==> src/sv/rau_pkg.sv <==
package rau_pkg;

  // Range accepted by the overflow check; the ports stay 32 bits wide.
  localparam int WORD_BITS = 32;

  localparam int FIELD_W    = 32;
  localparam int DEN_W      = 31;
  localparam int MAG_W      = 64;
  localparam int MUL_W      = 32;
  localparam int CMD_W      = 3;
  localparam int STATUS_W   = 2;
  localparam int IN_DATA_W  = 4 * FIELD_W;
  localparam int OUT_DATA_W = 96;
  localparam int DIV_STEPS  = MAG_W;
  localparam int SHIFT_W    = $clog2(MAG_W);
  localparam int VAL_N      = 16;

  localparam logic [MAG_W:0] WORD_LIM =
    ({{MAG_W{1'b0}}, 1'b1} << (WORD_BITS - 1)) - {{MAG_W{1'b0}}, 1'b1};

  // Operation codes
  localparam logic [CMD_W-1:0] CMD_NORM  = 3'd0;
  localparam logic [CMD_W-1:0] CMD_ADD   = 3'd1;
  localparam logic [CMD_W-1:0] CMD_MUL   = 3'd2;
  localparam logic [CMD_W-1:0] CMD_DIV   = 3'd3;
  localparam logic [CMD_W-1:0] CMD_EQ    = 3'd4;
  localparam logic [CMD_W-1:0] CMD_LESS  = 3'd5;
  localparam logic [CMD_W-1:0] CMD_WHOLE = 3'd6;
  localparam logic [CMD_W-1:0] CMD_NONE  = 3'd7;

  // Result status codes
  localparam logic [STATUS_W-1:0] ST_OK       = 2'd0;
  localparam logic [STATUS_W-1:0] ST_ZERO_DEN = 2'd1;
  localparam logic [STATUS_W-1:0] ST_OVERFLOW = 2'd2;

  // Datapath value selects
  typedef logic [3:0] val_sel_t;
  localparam val_sel_t V_AN   = 4'd0;
  localparam val_sel_t V_AD   = 4'd1;
  localparam val_sel_t V_BN   = 4'd2;
  localparam val_sel_t V_BD   = 4'd3;
  localparam val_sel_t V_RN   = 4'd4;
  localparam val_sel_t V_RD   = 4'd5;
  localparam val_sel_t V_T1   = 4'd6;
  localparam val_sel_t V_T2   = 4'd7;
  localparam val_sel_t V_GCD  = 4'd8;
  localparam val_sel_t V_QUO  = 4'd9;
  localparam val_sel_t V_REM  = 4'd10;
  localparam val_sel_t V_PROD = 4'd11;
  localparam val_sel_t V_ONE  = 4'd12;
  localparam val_sel_t V_SUM  = 4'd13;

  // Datapath register write targets
  typedef logic [3:0] dst_t;
  localparam dst_t D_NONE = 4'd0;
  localparam dst_t D_AN   = 4'd1;
  localparam dst_t D_AD   = 4'd2;
  localparam dst_t D_BN   = 4'd3;
  localparam dst_t D_BD   = 4'd4;
  localparam dst_t D_RN   = 4'd5;
  localparam dst_t D_RD   = 4'd6;
  localparam dst_t D_T1   = 4'd7;
  localparam dst_t D_T2   = 4'd8;
  localparam dst_t D_WM   = 4'd9;

  // Sign flag updates
  typedef logic [3:0] sgn_t;
  localparam sgn_t SG_NONE  = 4'd0;
  localparam sgn_t SG_R_A   = 4'd1;
  localparam sgn_t SG_R_B   = 4'd2;
  localparam sgn_t SG_A_R   = 4'd3;
  localparam sgn_t SG_B_R   = 4'd4;
  localparam sgn_t SG_R_XOR = 4'd5;
  localparam sgn_t SG_R_CLR = 4'd6;
  localparam sgn_t SG_W_A   = 4'd7;
  localparam sgn_t SG_R_SUM = 4'd8;

  // Kind of result formed at the end of an item
  typedef logic [2:0] kind_t;
  localparam kind_t K_ZERO = 3'd0;
  localparam kind_t K_ERR  = 3'd1;
  localparam kind_t K_EQ   = 3'd2;
  localparam kind_t K_LESS = 3'd3;
  localparam kind_t K_VAL  = 3'd4;

  typedef struct packed {
    logic     load;
    logic     gcd_start;
    logic     div_start;
    logic     mul_en;
    val_sel_t opa;
    val_sel_t opb;
    dst_t     dst;
    val_sel_t wsrc;
    sgn_t     sgn;
    logic     fin;
    kind_t    kind;
  } dp_cmd_t;

  typedef struct packed {
    logic gcd_busy;
    logic div_busy;
    logic out_busy;
    logic ad_zero;
    logic bd_zero;
    logic bn_zero;
    logic rn_zero;
  } dp_stat_t;

endpackage

==> src/sv/rau_ctrl.sv <==
module rau_ctrl (
  input  logic                        clk,
  input  logic                        rst,
  input  logic                        in_valid,
  output logic                        in_ready,
  input  logic [rau_pkg::CMD_W-1:0]   in_cmd,
  output rau_pkg::dp_cmd_t            cmd,
  input  rau_pkg::dp_stat_t           stat
);
  import rau_pkg::*;

  localparam int SW = 5;
  localparam logic [SW-1:0] S_IDLE  = 5'd0;
  localparam logic [SW-1:0] S_CHECK = 5'd1;
  localparam logic [SW-1:0] S_MA1   = 5'd2;
  localparam logic [SW-1:0] S_MA2   = 5'd3;
  localparam logic [SW-1:0] S_SA1   = 5'd4;
  localparam logic [SW-1:0] S_SA2   = 5'd5;
  localparam logic [SW-1:0] S_MB1   = 5'd6;
  localparam logic [SW-1:0] S_MB2   = 5'd7;
  localparam logic [SW-1:0] S_SB1   = 5'd8;
  localparam logic [SW-1:0] S_SB2   = 5'd9;
  localparam logic [SW-1:0] S_OP    = 5'd10;
  localparam logic [SW-1:0] S_N0    = 5'd11;
  localparam logic [SW-1:0] S_N1    = 5'd12;
  localparam logic [SW-1:0] S_N2    = 5'd13;
  localparam logic [SW-1:0] S_N3    = 5'd14;
  localparam logic [SW-1:0] S_AD1   = 5'd15;
  localparam logic [SW-1:0] S_AD2   = 5'd16;
  localparam logic [SW-1:0] S_AD3   = 5'd17;
  localparam logic [SW-1:0] S_AD4   = 5'd18;
  localparam logic [SW-1:0] S_AD5   = 5'd19;
  localparam logic [SW-1:0] S_AD6   = 5'd20;
  localparam logic [SW-1:0] S_AD7   = 5'd21;
  localparam logic [SW-1:0] S_ML1   = 5'd22;
  localparam logic [SW-1:0] S_ML2   = 5'd23;
  localparam logic [SW-1:0] S_ML3   = 5'd24;
  localparam logic [SW-1:0] S_EX1   = 5'd25;
  localparam logic [SW-1:0] S_EX2   = 5'd26;
  localparam logic [SW-1:0] S_EX3   = 5'd27;
  localparam logic [SW-1:0] S_EX4   = 5'd28;
  localparam logic [SW-1:0] S_FIN   = 5'd29;

  logic [SW-1:0]    state, state_next;
  logic [SW-1:0]    ret, ret_next;
  logic [CMD_W-1:0] op, op_next;
  logic             err, err_next;
  logic             uses_b, is_cmp;

  assign uses_b   = op inside {[CMD_ADD:CMD_LESS]};
  assign is_cmp   = op inside {CMD_EQ, CMD_LESS};
  assign in_ready = state == S_IDLE;

  always_comb begin
    state_next = state;
    ret_next   = ret;
    op_next    = op;
    err_next   = err;
    cmd        = '0;
    cmd.opa    = V_AN;
    cmd.opb    = V_AN;
    cmd.dst    = D_NONE;
    cmd.wsrc   = V_AN;
    cmd.sgn    = SG_NONE;
    cmd.kind   = K_ZERO;
    unique case (state)
      S_IDLE: begin
        if (in_valid) begin
          cmd.load   = 1'b1;
          op_next    = in_cmd;
          err_next   = 1'b0;
          state_next = S_CHECK;
        end
      end
      S_CHECK: begin
        if (op == CMD_NONE) begin
          state_next = S_FIN;
        end else if (stat.ad_zero || (uses_b && stat.bd_zero) ||
                     (op == CMD_DIV && stat.bn_zero)) begin
          err_next   = 1'b1;
          state_next = S_FIN;
        end else begin
          state_next = S_MA1;
        end
      end
      S_MA1: begin
        cmd.dst = D_RN; cmd.wsrc = V_AN; cmd.sgn = SG_R_A;
        state_next = S_MA2;
      end
      S_MA2: begin
        cmd.dst = D_RD; cmd.wsrc = V_AD;
        ret_next = S_SA1; state_next = S_N0;
      end
      S_SA1: begin
        cmd.dst = D_AN; cmd.wsrc = V_RN; cmd.sgn = SG_A_R;
        state_next = S_SA2;
      end
      S_SA2: begin
        cmd.dst = D_AD; cmd.wsrc = V_RD;
        state_next = uses_b ? S_MB1 : S_OP;
      end
      S_MB1: begin
        cmd.dst = D_RN; cmd.wsrc = V_BN; cmd.sgn = SG_R_B;
        state_next = S_MB2;
      end
      S_MB2: begin
        cmd.dst = D_RD; cmd.wsrc = V_BD;
        ret_next = S_SB1; state_next = S_N0;
      end
      S_SB1: begin
        cmd.dst = D_BN; cmd.wsrc = V_RN; cmd.sgn = SG_B_R;
        state_next = S_SB2;
      end
      S_SB2: begin
        cmd.dst = D_BD; cmd.wsrc = V_RD;
        state_next = S_OP;
      end
      S_OP: begin
        case (op) inside
          CMD_ADD:                            state_next = S_AD1;
          CMD_MUL, CMD_DIV, CMD_EQ, CMD_LESS: state_next = S_ML1;
          CMD_WHOLE:                          state_next = S_EX1;
          default:                            state_next = S_FIN;
        endcase
      end
      // Reduce rn/rd by their gcd (a zero rn gives 0/1, positive), then return.
      S_N0: begin
        if (stat.rn_zero) begin
          cmd.dst = D_RD; cmd.wsrc = V_ONE; cmd.sgn = SG_R_CLR;
          state_next = ret;
        end else begin
          cmd.gcd_start = 1'b1; cmd.opa = V_RN; cmd.opb = V_RD;
          state_next = S_N1;
        end
      end
      S_N1: begin
        if (!stat.gcd_busy) begin
          cmd.div_start = 1'b1; cmd.opa = V_RN; cmd.opb = V_GCD;
          state_next = S_N2;
        end
      end
      S_N2: begin
        if (!stat.div_busy) begin
          cmd.dst = D_RN; cmd.wsrc = V_QUO;
          cmd.div_start = 1'b1; cmd.opa = V_RD; cmd.opb = V_GCD;
          state_next = S_N3;
        end
      end
      S_N3: begin
        if (!stat.div_busy) begin
          cmd.dst = D_RD; cmd.wsrc = V_QUO;
          state_next = ret;
        end
      end
      S_AD1: begin
        cmd.gcd_start = 1'b1; cmd.opa = V_AD; cmd.opb = V_BD;
        state_next = S_AD2;
      end
      S_AD2: begin
        if (!stat.gcd_busy) begin
          cmd.div_start = 1'b1; cmd.opa = V_BD; cmd.opb = V_GCD;
          state_next = S_AD3;
        end
      end
      S_AD3: begin
        if (!stat.div_busy) begin
          cmd.dst = D_T1; cmd.wsrc = V_QUO;
          cmd.div_start = 1'b1; cmd.opa = V_AD; cmd.opb = V_GCD;
          state_next = S_AD4;
        end
      end
      S_AD4: begin
        if (!stat.div_busy) begin
          cmd.dst = D_T2; cmd.wsrc = V_QUO;
          state_next = S_AD5;
        end
      end
      S_AD5: begin
        cmd.mul_en = 1'b1; cmd.opa = V_AD; cmd.opb = V_T1;
        state_next = S_AD6;
      end
      S_AD6: begin
        cmd.dst = D_RD; cmd.wsrc = V_PROD;
        cmd.mul_en = 1'b1; cmd.opa = V_AN; cmd.opb = V_T1;
        state_next = S_AD7;
      end
      S_AD7: begin
        cmd.dst = D_T1; cmd.wsrc = V_PROD;
        cmd.mul_en = 1'b1; cmd.opa = V_BN; cmd.opb = V_T2;
        state_next = S_ML3;
      end
      S_ML1: begin
        cmd.mul_en = 1'b1; cmd.opa = V_AN;
        cmd.opb = (op == CMD_MUL) ? V_BN : V_BD;
        state_next = S_ML2;
      end
      S_ML2: begin
        cmd.dst = D_RN; cmd.wsrc = V_PROD;
        cmd.mul_en = 1'b1; cmd.opa = V_AD;
        cmd.opb = (op == CMD_MUL) ? V_BD : V_BN;
        state_next = S_ML3;
      end
      S_ML3: begin
        if (op == CMD_ADD) begin
          cmd.dst = D_RN; cmd.wsrc = V_SUM; cmd.sgn = SG_R_SUM;
        end else begin
          cmd.dst = D_RD; cmd.wsrc = V_PROD; cmd.sgn = SG_R_XOR;
        end
        ret_next   = S_FIN;
        state_next = is_cmp ? S_FIN : S_N0;
      end
      S_EX1: begin
        cmd.div_start = 1'b1; cmd.opa = V_AN; cmd.opb = V_AD;
        state_next = S_EX2;
      end
      S_EX2: begin
        if (!stat.div_busy) begin
          cmd.dst = D_RN; cmd.wsrc = V_REM; cmd.sgn = SG_R_A;
          state_next = S_EX3;
        end
      end
      S_EX3: begin
        cmd.dst = D_WM; cmd.wsrc = V_QUO; cmd.sgn = SG_W_A;
        state_next = S_EX4;
      end
      S_EX4: begin
        cmd.dst = D_RD; cmd.wsrc = V_AD;
        ret_next = S_FIN; state_next = S_N0;
      end
      S_FIN: begin
        if (!stat.out_busy) begin
          cmd.fin = 1'b1;
          if (err) begin
            cmd.kind = K_ERR;
          end else if (op == CMD_NONE) begin
            cmd.kind = K_ZERO;
          end else if (op == CMD_EQ) begin
            cmd.kind = K_EQ;
          end else if (op == CMD_LESS) begin
            cmd.kind = K_LESS;
          end else begin
            cmd.kind = K_VAL;
          end
          state_next = S_IDLE;
        end
      end
      default: state_next = S_IDLE;
    endcase
  end

  always_ff @(posedge clk) begin
    if (rst) begin
      state <= S_IDLE;
      ret   <= S_IDLE;
      op    <= CMD_NORM;
      err   <= 1'b0;
    end else begin
      state <= state_next;
      ret   <= ret_next;
      op    <= op_next;
      err   <= err_next;
    end
  end

`ifndef SYNTHESIS
  a_gcd_start_idle: assert property (@(posedge clk) disable iff (rst)
    cmd.gcd_start |-> !stat.gcd_busy && !stat.div_busy)
    else $error("gcd started while a unit is busy");
  a_div_start_idle: assert property (@(posedge clk) disable iff (rst)
    cmd.div_start |-> !stat.gcd_busy && (!stat.div_busy || state == S_N2 ||
                                         state == S_AD3))
    else $error("division started while a unit is busy");
  a_fin_free: assert property (@(posedge clk) disable iff (rst)
    cmd.fin |-> !stat.out_busy)
    else $error("result formed while the output register is held");
  a_accept_check: assert property (@(posedge clk) disable iff (rst)
    in_valid && in_ready |=> state == S_CHECK)
    else $error("accepted item did not start the check");
  a_load_idle: assert property (@(posedge clk) disable iff (rst)
    cmd.load |-> in_ready && in_valid)
    else $error("operands loaded outside a transfer");
`endif

endmodule

==> config.mk <==
export PLATFORM = sky130hd
export DESIGN_NAME = rau_ctrl
export DESIGN_NICKNAME = d
export VERILOG_FILES = /design/src/sv/rau_pkg.sv /design/src/sv/rau_ctrl.sv
export SDC_FILE = /design/constraint.sdc
export NUM_CORES = 1
export LEC_CHECK = 0
export BUFFER_PORTS_ARGS = -buffer_cell sky130_fd_sc_hd__buf_2
export CORE_MARGIN = 10
export CORE_UTILIZATION = 55
export DETAILED_ROUTE_END_ITERATION = 12
export GPL_TIMING_DRIVEN = 0
export PLACE_DENSITY = 0.86
export SYNTH_ARGS = -nofsm -noshare
export SYNTH_HDL_FRONTEND = slang
export SYNTH_SLANG_ARGS = --single-unit
==> constraint.sdc <==
create_clock -name clk -period 2 [get_ports clk]
set_input_delay 0.2 -clock clk [delete_from_list [all_inputs] [get_ports clk]]
set_output_delay 0.2 -clock clk [all_outputs]
set_load 0.005 [all_outputs]
Word level (Yosys, flattened, before mapping)
Index checks and enable logic that the tools add are counted.
- flip-flop bits (word level): 14
- input port bits: 13
- word-level logic and storage cells: 125
- output and inout port bits: 29
- order comparisons: 2
- multiplexer cells: 52
- equality and inequality tests: 47
- reduce and logical (&&, ||, !) cells: 20
- operators with widths (operator ; count):
    case mux 8 bit (19 select lines) ; 1
    case mux 5 bit (27 select lines) ; 1
    case mux 8 bit (12 select lines) ; 1
    == test 5 bit, second input constant ; 14
    2-to-1 mux 5 bit ; 14
    == test 5 x 4 -> 1 bit, second input constant ; 8
    case mux 4 bit (8 select lines) ; 1
    2-to-1 mux 11 bit ; 2
    inequality test 2 bit, second input constant ; 11
    2-to-1 mux 7 bit ; 3
    == test 5 x 3 -> 1 bit, second input constant ; 4
    2-to-1 mux 4 bit ; 4
    2-to-1 mux 15 bit ; 1
    2-to-1 mux 3 bit ; 5
    case mux 5 bit (3 select lines) ; 1
    2-to-1 mux 13 bit ; 1
    == test 3 bit, second input constant ; 4
    2-to-1 mux 1 bit ; 11
    == test 5 x 2 -> 1 bit, second input constant ; 2
    2-to-1 mux 10 bit ; 1
    OR reduction 2 bit ; 5
    AND reduction 9 bit ; 1
    2-to-1 mux 8 bit ; 1
    == test 3 x 2 -> 1 bit, second input constant ; 2
    17 further kinds ; 22

Longest topological paths before layout
Gate-level depths: netlist of the first run.
- depth after elaboration: 8
- depth in mapped cells: 8
- mapped depth without buffers: 5

Least setup slack after synthesis of the first run
OpenSTA, ideal clock, no wires.
- path type: register -> register
- start point: register state[4]
- end point: register state[1]
- period minus slack after synthesis: 1.611 ns
- path buffers: 1
- setup time: 0.130 ns
- data required time: 1.870 ns
- slack: 0.389 ns
- arrival time: 1.480 ns
- stages on the path, launching flop included: 7
- cells stage by stage: dfxtp_1 buf_6 or3_1 or3_4 and4_4 o2111ai_1 o211ai_2
- cells in the longest elaborated chain, start to end: 3
- elaborated cells on any way between the ends: 43
- classes of those cells: eq/ne: 38; mux: 1; reduce/logical: 4
- RTL lines (what ; line ; text):
    start, declared ; rau_ctrl.sv:44 ; logic [SW-1:0] state, state_next;
    start signal, assigned ; rau_ctrl.sv:258 ; state <= state_next;
    == test 5 bit (tied with other cells) ; rau_ctrl.sv:66 ; unique case (state)
    OR reduction 3 bit (no source line) (tied with other cells) ; - ;
    case mux 5 bit (27 select lines) or AND reduction 9 bit (tied branches) ; - ;
Parallel ways exist; a longest one is shown, timed or not.
A chain may end at the register's enable or synchronous reset.

==> summary.md, run 1 <==
| Metric | Value |
|---|---|
| Die W | `77.1 um` |
| Final period util | `101%` |
| Synth Area per Inst | `6.34 sq um` |
| Top-area cell type share of the netlist area | `13.4%` |
| Routed WL | `7240 um` |
| Cells after DPL | `365` |
| Clk sinks | `12` |
| Detail Placement HPWL | `5300 um` |
| Number of nets still failing antenna checks after routing | `0` |
| Ports | `42` |
| Worst reg-to-reg path cell count | `6` |
| Static Leak | `0.947 nW` |
| Total CTS buffers | `3` |
| Core Rows | `20` |
| RePlAce Congestion | `0.988` |
| Metal3 WL | `983 um` |
| Synth area leaders | `dfxtp_1 (13%), a21oi_1 (7.8%), o21ai_0 (7.3%)` |
| Initial antenna violation count | `0` |
| Power per Cell Area | `1510 nW/um^2` |
| Final WS setup | `-0.0274 ns` |
| Final setup fails | `1` |
| Slew headroom | `63.8%` |
| Post-Syn Nets | `296` |
| Die height | `77.1 um` |
| Via count | `2,531` |
| Setup TNS | `-0.0274 ns` |
| MaxCap Viol Count | `0` |
| R2r setup slk | `0.15 ns` |
| Met2 routed WL | `3410 um` |
| Clock slew at reported path FFs | `0.08 ns` |
| Worst-Margin Slew | `0.543 ns` |
| Total congestion overflow | `0` |
| Netlist cell types | `52` |
| Crit path DAT | `1.83 ns` |
| Vias in the first global route | `2,261` |
| Clock latency on the worst-skew pair | `0.29 ns` |
| CTS H-tree lvls | `1` |
| Max VDD drop | `0.00102 V` |
| Root buffer cell | `clkbuf_4` |
| Worst Hold Depth | `3` |
| DR WL/cell | `19.4 um` |
| Core area | `3080 sq um` |
| CTS max path bufs | `2` |
| Top routing layer in use | `met4` |
| Failing checks | `setup timing` |
| Initial Utilization | `58.3%` |
| DRC viols | `0` |
| Synth Cell Area | `1790 sq um` |
| Gate count after technology mapping | `283` |
| Final hold slack | `0.150 ns` |
| Largest area contributor in the netlist | `dfxtp_1` |
| Clock Skew | `0.00539 ns` |
| Final net count | `344` |
| RSZ-0062 raised after global routing | `true` |
| Crit end category | `primary output` |
| Status | `complete, but fails checks` |
| Fill cells | `259` |
| Non-Filler Instances | `374` |
| Fin. max-slew vios | `0` |
| Number of synthesized flops with an enable pin | `0` |
| Fraction of registers with async set/reset | `0%` |
| Area post-placement | `2040 sq um` |
| Metal-1 WL | `2670 um` |
| TritonRoute pass-1 iters | `7` |
| Total global-route track usage | `22.4%` |
| Final Instance Area | `2270 sq um` |
| Tmin final | `2.03 ns` |
| # hold bufs at CTS | `0` |
| Critical Path Fanout Max | `10` |
| Fmax | `493 MHz` |
| DRT iter0 DRCs | `431` |
| Dominant synthesized flop cell | `dfxtp_1` |
| #FFs+latches synth | `12` |
| Layout cells sized above 1 | `31.5%` |
| Vias per std cell | `6.77` |
| TritonCTS clock tree | `done` |
| Crit path required time | `1.80 ns` |
| Crit path launch type | `register` |
| Synth warnings | `0` |
| Area growth syn-to-layout | `26.8%` |
| Die ar. | `5940 sq um` |
| Ant diodes | `0` |
| Crit Path Class | `reg -> out` |
| First-pass GRT wire length | `11,400 um` |
| PortBufs | `38` |
| Worst hold path type | `in -> reg` |
| Fin. Hold Viols | `0` |
| Register area share after synthesis | `13.4%` |
| Largest net degree at the start of global routing | `11` |
-- layer usage --
layer,vias to the layer above,track usage (%)
met1,1147,28.4
met3,31,6.76
met2,208,35.5
met4,0,6.57
met5,-,0
li1,1145,-
-- what timing repair did --
item                       4_1_cts  5_1_grt
setup buffers                    2        3
setup endpoints to repair       21       15
gates resized for setup         39       25
cloned                           0        1
pin swaps                        1        4
-- cell families (layout without fill, tap and decap cells) --
| kind of cell | Yosys count | in the layout | share of synthesized area, % |
|---|---|---|---|
| and+or+nand+nor | 116 | 116 | 32.9 |
| other | 1 | 1 | 0.209 |
| AOI/OAI and AO/OA | 109 | 109 | 40.6 |
| DFF | 12 | 12 | 13.4 |
| muxes | 3 | 3 | 1.67 |
| buffers and inverters | 40 | 87 | 10.3 |
| xor gates and xnor gates | 2 | 2 | 0.977 |
-- power breakdown --
| part | internal, W | switching [W] |
|---|---|---|
| Clock | 0.000111 | 0.0000953 |
| Sequential | 0.000330 | 0.000106 |
| Combinational | 0.00107 | 0.00172 |
-- critical path: stages (launching register included) --
cell	delay, ns
dfxtp_2	0.35
buf_6	0.11
buf_4	0.19
buf_6	0.17
buf_6	0.15
nand2_1	0.08
a21oi_1	0.18
o221ai_1	0.14
buf_2	0.17
-- final timing paths --
check                                           start               endpoint
worst min register to register       err$_SDFFE_PP0P_       err$_SDFFE_PP0P_
worst min-delay path                        in_cmd[2]     op[2]$_SDFFE_PP0P_
worst max-delay path            state[4]$_SDFFE_PP0P_                cmd[13]
worst max register to register     op[0]$_SDFFE_PP0P_  state[4]$_SDFFE_PP0P_
-- sequential cells by signal, summed over array words and instances, names as in the netlist --
register	count
state	5
op	3
ret	3
err	1
-- through the flow --
| step | utilization (%) | setup WS (ns) | total power [W] |
|---|---|---|---|
| after floorplan | - | 0.389 | 0.00207 |
| after global placement | 66.2 | -0.112 | 0.00277 |
| after detailed placement | 66.2 | -0.119 | 0.00280 |
| after CTS | 71.0 | -0.0500 | 0.00321 |
| after global routing | 73.9 | -0.0972 | 0.00363 |
| final | 73.9 | -0.0274 | 0.00343 |
-- cell usage after synthesis, types with 3 or more instances --
cell and count:
nor2b_1 9, a211oi_1 8, nor3_1 13, o21ai_0 26, nand3_1 13, o32ai_1 5, dfxtp_1 12, o221ai_1 3
o21ai_2 3, a31oi_1 6, nor3b_1 3, nor2_1 20, clkbuf_1 6, mux2i_1 3, inv_1 11, o211ai_1 4
buf_2 18, nand2_1 34, nor4_1 3, a22oi_1 4, o22ai_1 6, nand2b_1 6, a21oi_1 28
-- placed cells by master, fill, tap and decap left out, drive strengths merged, types with 3 or more instances in the layout --
| master | Yosys | final |
|---|---|---|
| nor4 | 3 | 3 |
| o221ai | 3 | 3 |
| clkbuf | 6 | 8 |
| mux2i | 3 | 3 |
| o22ai | 6 | 6 |
| a211oi | 8 | 8 |
| nand3 | 13 | 13 |
| o21ai | 29 | 29 |
| nor3b | 3 | 3 |
| o211ai | 6 | 6 |
| a21oi | 28 | 28 |
| inv | 11 | 11 |
| a22oi | 4 | 4 |
| dfxtp | 12 | 12 |
| buf | 22 | 67 |
| nand2 | 35 | 35 |
| a31oi | 6 | 6 |
| or3 | 3 | 3 |
| nor3 | 13 | 13 |
| o32ai | 5 | 5 |
| nand2b | 6 | 6 |
| nor2 | 20 | 20 |
| nor2b | 9 | 9 |
-- cell type report --
cell class              instances  area, sq um  share of cell area [%]
flip-flops and latches         12          248                    10.9
inverters                      12         45.0                    1.98
well taps                      44         55.1                    2.42
clock buffers                   4         36.3                    1.60
repair buffers                 44          233                    10.2
plain buffers                  27          209                    9.19
multi-input cells             231         1450                    63.7
(Power assumes the default switching activity.)
==> run 2, diff against run 1 <==
MAX_ROUTING_LAYER = met4   (was unset)
==> summary.md, run 2 (synthesized netlist as in run 1, its figures left out) <==
| Metric | Value |
|---|---|
| Tmin final | `2.02 ns (-0.00890 ns)` |
| Pre-CTS WS | `-0.142 ns (-0.0230 ns)` |
| Commonest non-fill, non-tap cell in the layout | `buf_2` |
| Total CTS buffers | `3 (unchanged)` |
| Initial Utilization | `58.3% (unchanged)` |
| Cell Chain, Critical Path | `buf_6 -> and3b_2 -> o21ai_2 -> a21oi_2 -> a211oi_2 -> buf_4 -> nand2b_1 -> buf_2` |
| Logic pwr share | `82.4% (+1.1 points)` |
| Fill cells | `240 (-7.3%)` |
| Status | `complete, but fails checks` |
| CTS max path bufs | `2 (unchanged)` |
| RSZ-0062 raised after global routing | `true` |
| MaxCap Viol Count | `0 (unchanged)` |
| RePlAce Congestion | `0.994 (+0.63%)` |
| TritonCTS clock tree | `done` |
| Die height | `77.1 um (unchanged)` |
| Final period util | `101% (-0.45 points)` |
| Crit path buffers/inverters | `3 (-2)` |
| PortBufs | `38 (unchanged)` |
| Largest regs | `state (5), op (3), ret (3)` |
| Total congestion overflow | `0 (unchanged)` |
| Crit path DAT | `1.82 ns (about the same)` |
| Area growth syn-to-layout | `35.1%` |
| Initial antenna violation count | `0 (unchanged)` |
| DRT iter0 DRCs | `547 (+27%)` |
| TritonRoute pass-1 iters | `7 (unchanged)` |
| Fin. max-slew vios | `0 (unchanged)` |
| Max reg flops | `5 (unchanged)` |
| Reg power frac | `11.9% (-0.8 points)` |
| Slew headroom | `63.9% (+0.12 points)` |
| Final hold slack | `0.173 ns (+0.0233 ns)` |
| Crit. Startpoint | `state[3]$_SDFFE_PP0P_` |
| Crit-path leading delay family | `compound AO/OA/AOI/OAI gates` |
| Core Rows | `20 (unchanged)` |
| Die W | `77.1 um (unchanged)` |
| Clock latency on the worst-skew pair | `0.29 ns (about the same)` |
| Worst hold path type | `in -> reg` |
| Largest Register | `state` |
| Ports | `42 (unchanged)` |
| Via count | `2,643 (+4.4%)` |
| Root buffer cell | `clkbuf_4` |
| Final Instance Area | `2420 sq um (+6.5%)` |
| Vias in the first global route | `2,163 (-4.3%)` |
| Final setup fails | `3 (+2)` |
| Critical Path Fanout Max | `5 (-5)` |
| # hold bufs at CTS | `0 (unchanged)` |
| Worst-Margin Slew | `0.541 ns (-0.00184 ns)` |
| Power per Cell Area | `1530 nW/um^2 (+1.5%)` |
| Crit end category | `primary output` |
| Psw | `0.00204 W (+6.4%)` |
| Slowest cell on crit path | `dfxtp_2` |
| Static Leak | `1.01 nW (+6.2%)` |
| Tot Pwr | `0.00371 W (+8.1%)` |
| Fmax | `495 MHz (+0.44%)` |
| Critical path's largest stage delay | `0.34 ns (about the same)` |
| CTS H-tree lvls | `1 (unchanged)` |
| DR WL/cell | `19.9 um (+2.9%)` |
| Largest net degree at the start of global routing | `11 (unchanged)` |
| First-pass GRT wire length | `10,900 um (-4.0%)` |
| Clock Skew | `0.00704 ns (+0.00165 ns)` |
| R2r setup slk | `0.08 ns (-0.07 ns)` |
| Area post-placement | `2040 sq um (unchanged)` |
| Clock network power share | `5.6% (-0.4 points)` |
| RR Endpoint | `state[4]$_SDFFE_PP0P_` |
| Max VDD drop | `0.00105 V (+3.0%)` |
| Crit path launch type | `register` |
| Crit Path Class | `reg -> out` |
| Net Sw Frac | `55.1% (-0.86 points)` |
| Core area | `3080 sq um (unchanged)` |
| Failing checks | `setup timing` |
| Final WS setup | `-0.0185 ns (+0.00890 ns)` |
| Int Power | `0.00167 W (+10%)` |
| Die ar. | `5940 sq um (unchanged)` |
| Clk sinks | `12 (unchanged)` |
| Fin. Hold Viols | `0 (unchanged)` |
| Final net count | `353 (+2.6%)` |
| Total global-route track usage | `22.5% (+0.030 points)` |
| Layout cells sized above 1 | `36.6% (+5.1 points)` |
| Crit path required time | `1.80 ns (about the same)` |
| Clock slew at reported path FFs | `0.08 ns (about the same)` |
| DRC viols | `0 (unchanged)` |
| Routed WL | `7630 um (+5.3%)` |
| Worst reg-to-reg path cell count | `6 (unchanged)` |
| Worst r2r src | `op[0]$_SDFFE_PP0P_` |
| Ant diodes | `0 (unchanged)` |
| Number of nets still failing antenna checks after routing | `0 (unchanged)` |
| Vias per std cell | `6.90 (+2.0%)` |
| Detail Placement HPWL | `5280 um (-0.37%)` |
| CP Capture Point | `cmd[11]` |
| Most frequent cells in the layout | `buf_2 (44), nand2_1 (32), a21oi_1 (26)` |
| Crit. path cell count | `8 (unchanged)` |
-- run 2: worst register-to-register path, delay by kind of cell, from the launching register on --
kind                   cells  cell delay, ns
AOI/OAI and AO/OA          4            0.79
buffers and inverters      1            0.22
DFF                        1            0.38
and+or+nand+nor            1            0.41
-- run 2: worst min path at each step --
stage	startpoint	end	slack (ns)	cells after the start
final	in_cmd[2]	op[2]$_SDFFE_PP0P_	0.17	3
after global routing	in_cmd[2]	op[2]$_SDFFE_PP0P_	0.18	3
after CTS	in_cmd[1]	op[1]$_SDFFE_PP0P_	0.18	3
after detailed placement	in_cmd[1]	op[1]$_SDFFE_PP0P_	0.48	3
after global placement	in_cmd[2]	op[2]$_SDFFE_PP0P_	0.46	3
after floorplan	in_cmd[0]	op[0]$_SDFFE_PP0P_	0.35	2
-- run 2: power by group through the flow --
stage               Clock, W  Combinational [W]  Sequential [W]
global placement           0            0.00240        0.000389
global route        0.000221            0.00324        0.000455
floorplan                  0            0.00170        0.000369
CTS                 0.000205            0.00261        0.000421
detailed placement         0            0.00239        0.000391
finish              0.000208            0.00306        0.000443
-- run 2: stage by stage --
stage          setup TNS [ns]  util [%]  instances
2_1_floorplan               0         -        283
3_3_place_gp           -0.327      66.2        365
3_5_place_dp           -0.258      66.2        365
4_1_cts                     0      72.0        371
5_1_grt                -0.360      78.7        383
6_report              -0.0368      78.7        383
-- run 2: area by class of cell --
| type | instances | area [sq um] | share of cell area, % |
|---|---|---|---|
| repair buffers | 53 | 295 | 12.2 |
| plain buffers | 27 | 226 | 9.35 |
| clock buffers | 4 | 36.3 | 1.50 |
| inverters | 12 | 48.8 | 2.01 |
| flip-flops and latches | 12 | 251 | 10.4 |
| well taps | 44 | 55.1 | 2.27 |
| multi-input cells | 231 | 1510 | 62.3 |
-- run 2: repair_timing --
| item | 4_1_cts | 5_1_grt |
|---|---|---|
| endpoints found under the setup margin | 21 | 16 |
| pin swaps | 2 | 7 |
| buffers inserted | 3 | 10 |
| cloned | 0 | 2 |
| endpoints found under the hold margin | 0 | 0 |
| gates resized for setup | 43 | 44 |
-- run 2: layer usage --
layer  vias up  share of wire, %  track usage, %
met4         0               4.2            6.20
met1      1182                36            25.7
met3        54                15            9.44
li1       1164                 -               -
met5         -                 0               -
met2       243                45            35.2
